==> config.mk <==
export PLATFORM = sky130hd
export DESIGN_NAME = tgu_lerp
export DESIGN_NICKNAME = d
export VERILOG_FILES = /design/src/design/tgu_pkg.sv /design/src/design/tgu_lerp.sv
export SDC_FILE = /design/constraint.sdc
export NUM_CORES = 1
export LEC_CHECK = 0
export ABC_CLOCK_PERIOD_IN_PS = 6210
export BUFFER_PORTS_ARGS = -buffer_cell sky130_fd_sc_hd__buf_4
export CORE_UTILIZATION = 58
export CTS_CLUSTER_SIZE = 24
export DETAILED_ROUTE_END_ITERATION = 8
export PLACE_DENSITY_LB_ADDON = 0.12
export SLEW_MARGIN = 20
export SYNTH_ARGS = -nofsm -noshare
export SYNTH_HDL_FRONTEND = slang
export SYNTH_SLANG_ARGS = --single-unit
==> constraint.sdc <==
create_clock -name clk -period 6.21 [get_ports clk]
set_clock_uncertainty 0.2 [all_clocks]
set_input_delay 0.621 -clock clk [delete_from_list [all_inputs] [get_ports clk]]
set_output_delay 0.621 -clock clk [all_outputs]
set_load 0.1 [all_outputs]
==> src/design/tgu_pkg.sv <==
package tgu_pkg;

	// Sample and arithmetic widths.
	localparam int SAMPLE_W = 24;
	// Extrapolated corners reach base plus six differences, so four guard bits.
	localparam int VAL_W    = SAMPLE_W + 4;
	localparam int DIFF_W   = VAL_W + 1;
	localparam int WEIGHT_W = 16;

	// Sample store geometry.
	localparam int ADDR_W      = 12;
	localparam int STORE_DEPTH = 1 << ADDR_W;

	// Configuration and coordinate widths.
	localparam int FACTOR_W   = 4;
	localparam int SIZE_W     = 5;
	localparam int IDX_W      = 4;
	localparam int FINE_W     = 7;
	localparam int PLANE_W    = 2 * SIZE_W - 1;
	localparam int MAX_FACTOR = 8;
	localparam int MAX_AXIS   = 16;

	// Reciprocal multiply: one product gives quotient and Q0.16 weight.
	localparam int RECIP_SHIFT = 28;
	localparam int RECIP_W     = RECIP_SHIFT + 1;
	localparam int PROD_W      = RECIP_W + FINE_W;

	// Register indexes of the configuration port.
	localparam logic [2:0] REG_FACTOR = 3'd0;
	localparam logic [2:0] REG_SIZE_X = 3'd1;
	localparam logic [2:0] REG_SIZE_Y = 3'd2;
	localparam logic [2:0] REG_SIZE_Z = 3'd3;
	localparam logic [2:0] REG_WRAP   = 3'd4;

	// Request commands.
	localparam logic CMD_LOAD  = 1'b0;
	localparam logic CMD_QUERY = 1'b1;

	typedef logic signed [VAL_W-1:0] val_t;
	typedef logic [WEIGHT_W-1:0]     weight_t;

	typedef struct packed {
		logic    start;
		val_t    a;
		val_t    b;
		weight_t w;
	} lerp_req_t;

	typedef struct packed {
		logic done;
		val_t result;
	} lerp_rsp_t;

	function automatic logic [FACTOR_W-1:0] clamp_factor(input logic [FACTOR_W-1:0] v);
		logic [FACTOR_W-1:0] r;
		if (v == '0) begin
			r = FACTOR_W'(1);
		end else if (v > FACTOR_W'(MAX_FACTOR)) begin
			r = FACTOR_W'(MAX_FACTOR);
		end else begin
			r = v;
		end
		return r;
	endfunction

	function automatic logic [SIZE_W-1:0] clamp_size(input logic [SIZE_W-1:0] v);
		logic [SIZE_W-1:0] r;
		if (v == '0) begin
			r = SIZE_W'(1);
		end else if (v > SIZE_W'(MAX_AXIS)) begin
			r = SIZE_W'(MAX_AXIS);
		end else begin
			r = v;
		end
		return r;
	endfunction

	// Ceiling of 2^28 over the factor; exact quotients for all operands used here.
	function automatic logic [RECIP_W-1:0] recip(input logic [FACTOR_W-1:0] f);
		logic [RECIP_W-1:0] r;
		unique case (f)
			4'd2:    r = 29'd134217728;
			4'd3:    r = 29'd89478486;
			4'd4:    r = 29'd67108864;
			4'd5:    r = 29'd53687092;
			4'd6:    r = 29'd44739243;
			4'd7:    r = 29'd38347923;
			4'd8:    r = 29'd33554432;
			default: r = 29'd268435456;
		endcase
		return r;
	endfunction

	function automatic logic signed [SAMPLE_W-1:0] saturate(input val_t v);
		logic signed [SAMPLE_W-1:0] r;
		if (v > val_t'({1'b0, {(SAMPLE_W-1){1'b1}}})) begin
			r = {1'b0, {(SAMPLE_W-1){1'b1}}};
		end else if (v < -val_t'({1'b1, {(SAMPLE_W-1){1'b0}}})) begin
			r = {1'b1, {(SAMPLE_W-1){1'b0}}};
		end else begin
			r = v[SAMPLE_W-1:0];
		end
		return r;
	endfunction

endpackage

==> src/design/tgu_lerp.sv <==
// Shared interpolation unit: a + floor((b - a) * w / 2^16), three stages.
module tgu_lerp (
	input  logic               clk,
	input  logic               arst_n,
	input  tgu_pkg::lerp_req_t req,
	output tgu_pkg::lerp_rsp_t rsp
);

	logic                                                  vld_s1, vld_s2, vld_s3;
	logic signed [tgu_pkg::DIFF_W-1:0]                     diff_s1;
	tgu_pkg::val_t                                         a_s1, a_s2, res_s3;
	tgu_pkg::weight_t                                      w_s1;
	logic signed [tgu_pkg::DIFF_W+tgu_pkg::WEIGHT_W:0]     prod_s2;

	always_ff @(posedge clk or negedge arst_n) begin
		if (!arst_n) begin
			vld_s1 <= 1'b0;
			vld_s2 <= 1'b0;
			vld_s3 <= 1'b0;
		end else begin
			vld_s1 <= req.start;
			vld_s2 <= vld_s1;
			vld_s3 <= vld_s2;
		end
	end

	always_ff @(posedge clk) begin
		diff_s1 <= {req.b[tgu_pkg::VAL_W-1], req.b} - {req.a[tgu_pkg::VAL_W-1], req.a};
		a_s1    <= req.a;
		w_s1    <= req.w;
		prod_s2 <= diff_s1 * $signed({1'b0, w_s1});
		a_s2    <= a_s1;
		// Dropping the low weight bits of a signed product rounds toward minus infinity.
		res_s3  <= a_s2 + prod_s2[tgu_pkg::WEIGHT_W +: tgu_pkg::VAL_W];
	end

	assign rsp.done   = vld_s3;
	assign rsp.result = res_s3;

endmodule

-- Yosys cells after proc, flatten, opt, wreduce, memory -nomap -nowiden
Index checks and enable logic that the tools add are counted.
- $mul: 1
- add/subtract/negate cells: 2
- operators by type and width (kind ; number):
    $mul A29 B17 Y44 ; 1
    $sub A28 B28 Y29 ; 1
    $add A28 B28 Y28 ; 1
- logic and storage cells: 12
- output and inout port bits: 29
- register bits: 176

-- Longest topological paths before layout
- word-level depth: 1
- mapped depth: 26

-- Least setup slack after synthesis
No wires, ideal clock.
- path kind: reg-to-reg
- start: register w_s1[8]
- end: register prod_s2[41] (netlist bit)
- stages on the path, launching flop included: 24
- arrival: 5.895 ns
- buffers on the path: 2
- slack: -0.006 ns
- required time: 5.889 ns
- setup time: 0.121 ns
- path through: dfxtp_1 clkbuf_1 clkbuf_1 nand2_1 fa_1 inv_1 fa_1 fa_1 fa_1 fa_1 inv_1 fa_1 inv_1 ha_1 a21o_1 a21o_1 a21oi_1 o211ai_1 o2111ai_2 a31oi_1 a31o_2 a31oi_4 o21bai_2 xor2_1
- word-level cells in the longest chain between the ends: 1
- RTL lines (element ; RTL line ; source):
    start: declaration ; tgu_lerp.sv:12 ; tgu_pkg::weight_t w_s1;
    start signal: assignment ; tgu_lerp.sv:30 ; w_s1 <= req.w;
    $mul A29 B17 Y44 ; tgu_lerp.sv:31 ; prod_s2 <= diff_s1 * $signed({1'b0, w_s1});
    end signal: assignment ; tgu_lerp.sv:31 ;
    end: declaration ; tgu_lerp.sv:13 ; logic signed [tgu_pkg::DIFF_W+tgu_pkg::WEIGHT_W:0] prod_s2;
Every way passes these cells.

-- Final worst setup path
- start: register w_s1[8]
- end: register prod_s2[35] (netlist bit)
Same word-level chain as after synthesis.

==> run metrics <==
status finished with violations; failing checks design-rule violations, negative setup slack; # diodes 0; CP max-delay cell fa_2; Tcrit/Tclk final 100%; CTS tree built; r2r setup slk -20 ps; Register-to-Register Path Depth 24; first-pass GRT wire length between 80000 and 90000 um; cts bufs inserted 17; Levels on crit path 24; end of the critical path prod_s2[35]; Final setup viols 3; required time of the critical path around 6300 ps; final core utilization 69.8%; number of port buffers 103; ys async rst share approximately 1.9%; worst-path cell chain buf_12 > buf_4 > buf_6 > nand2_1 > fa_1 > inv_1 > fa_1 > fa_2 > fa_2 > fa_2 > inv_1 > fa_1 > inv_1 > ha_4 > a21o_1 > nand3_1 > o211ai_1 > o2111ai_4 > nand3_2 > a31oi_4 > buf_4 > buf_6 > nand2b_1 > a21oi_2; DRT Pass-1 Iters 7; Final Hold Fails 0; Max-slew headroom 50.6%; Critical path origin w_s1[8]; Reg-to-Reg End prod_s2[35]; GPL Wtd Cong 0.868; Worst-path clk slew 80 ps; syn avg cell area 9.42 sq um; worst-skew pair later-pin latency about 460 ps; Initial Util 59.2%; Critical Path Start Type flip-flop; htree depth 4; Filler cells 2734; critical-path maximum fanout 8; worst slew pin tran 733 ps; Post-Syn Nets roughly 3000; post-DP HPWL slightly above 40000 um; Post-Synthesis Cells 2246; top_reg_cell synth dfxtp_1; num rows 69; CTS Sinks 160; Routed Antenna Nets 0; critical path type flip-flop to flip-flop; Cell Area, Synth 21100 sq um; Storage cell area 3260 sq um; die height 193 um; Via-to-Cell Ratio ~5.2; YS warnings 0; fin crit period 6230 ps; Crit path buffers/inverters 8; Wirelength per Cell 17.1 um; sequential fraction of the synthesis area roughly 15%; Yosys reg bits 160; Hold WC Path Type primary input to flip-flop; final routed DRC violation total 3; Max Cap Viol 0; Die W about 190 um; unique cell type count in the Yosys netlist 59; via count between 15000 and 20000; total congestion overflow 0; WP data arrival between 6000 and 7000 ps; die area 37200 sq um; worst reg2reg path startpoint w_s1[8]; I/O Pins between 100 and 150; Max Freq 160 MHz; Starting DRT DRC Count around 740; Clock Tree Buf Depth 2; vias in the first global route 17300; ratio of cells with drive above 1 in the final layout 17.9%; largest net degree at the start of global routing 29; dpl cells 2898; Final #Nets 3149; Final WS setup -23.0 ps; number of flops mapped to enable cells by yosys 0; CP max stage delay 560 ps; multi-input logic area 15900 sq um; Area Overhead vs Synth 18.0%; Slew Limit Fails 0; DRT Wirelength 50400 um; Final Non-Filler Cells about 3000; Setup crit end kind flip-flop; initial antenna violation count 0; RSZ-0062 raised after global routing true; Total Routing Usage GR 29.3%; core area 35700 sq um; root buffer cell clkbuf_16; delay-heaviest family, CP adder cells
synthesized netlist by cell type (3+ instances only):
cell type	instances	area (sq um)
a211oi_1	6	45.0
a21boi_0	3	22.5
a21boi_1	4	30.0
a21o_1	27	203
a21oi_1	54	270
a21oi_2	3	26.3
a31oi_1	4	25.0
and2_1	186	1160
and3_1	7	43.8
clkbuf_1	75	282
dfrtp_1	3	75.1
dfxtp_1	157	3140
fa_1	435	8710
ha_1	159	1990
inv_1	528	1980
nand2_1	306	1150
nand2b_1	7	43.8
nand3_1	14	70.1
nand4_1	3	18.8
nor2_1	53	199
nor2b_1	10	62.6
nor3_1	16	80.1
o2111ai_1	3	26.3
o211ai_1	9	67.6
o21a_1	12	90.1
o21ai_0	30	150
o21bai_1	4	30.0
o21bai_2	3	33.8
o31ai_1	3	22.5
or2_2	4	25.0
or3_1	3	18.8
xnor2_1	58	508
xor2_1	24	210
routing by layer:
metal,wire (um),global-route usage (%),vias to the layer above
met5,0,0,-
met4,2280,12.6,0
met3,2140,4.60,144
met2,26700,54.1,385
met1,19300,33.5,7774
li1,-,-,7095
metrics by stage:
stage	TNS (ps)	setup slack (ps)	area, sq um	hold WS (ps)
final	-53.9	-23.0	25000	57.7
after global routing	-1430	-184	25000	54.9
after CTS	-32.6	-27.6	24700	49.9
after detailed placement	-3100	-412	23700	112
after global placement	-1530	-256	23700	110
after floorplan	0	1.61	21100	110
final cells by class:
| cell class | count | share of cell area (%) |
|---|---|---|
| multi-input cells | 1478 | 63.9 |
| flip-flops and latches | 160 | 13.1 |
| repair buffers | 295 | 10.4 |
| clock buffers | 18 | 1.76 |
| inverters | 528 | 7.94 |
| well taps | 461 | 2.31 |
| clock inverters | 14 | 0.647 |
sequential cells by signal, summed over array words and instances (netlist names), 16 cells and up:
signal   flops
res_s3      28
prod_s2     28
w_s1        16
a_s1        28
a_s2        28
diff_s1     29
layout by cell type, fill, tap and decap left out, types with 6 or more instances in the layout:
cell       count
nand2b_1       6
and2_1       179
a21o_1        27
ha_1         148
o21a_1        12
nand3_1       12
o211ai_1       9
a21oi_1       49
fa_1         419
nand2_2        8
a21oi_2        7
nor2_1        51
nor3_1        15
inv_1        515
dfxtp_2       15
dfxtp_1      135
xnor2_1       58
and3_1         7
buf_6          8
nand2_1      298
clkbuf_16     19
nor2b_1       10
fa_2          16
o21ai_0       28
xor2_1        24
buf_4        258
and2_4         7
inv_2         13
dfxtp_4        7
a211oi_1       6
buf_12        23
ha_4          10
cell families after synthesis:
logic type	synth area share [%]
compound gates	6.14
xor+xnor	3.40
fa+ha+maj	50.6
buf+inv	10.9
flops	15.2
simple gates	13.8
how the worst min path moves through the flow:
| stage | cells past startpoint | slack (ps) | to | from |
|---|---|---|---|---|
| 2_1_floorplan | 0 | 110 | a_s2[0] | a_s1[0] |
| 3_3_place_gp | 0 | 110 | a_s2[27] | a_s1[27] |
| 3_5_place_dp | 0 | 110 | a_s2[27] | a_s1[27] |
| 4_1_cts | 1 | 50 | w_s1[0] | req[0] |
| 5_1_grt | 1 | 50 | w_s1[14] | req[14] |
| 6_report | 1 | 60 | w_s1[0] | req[0] |
repair_timing:
item                                    4_1_cts  5_1_grt
setup buffers                                19        4
resized for setup                            67       54
endpoints found under the hold margin         3        0
hold buffers                                  1        0
pin swaps                                    47       42
gates cloned                                  0        2
endpoints found under the setup margin       16       13
Power is not shown: default switching activity piles up to over one toggle a cycle in this logic, so the estimate is an artifact.
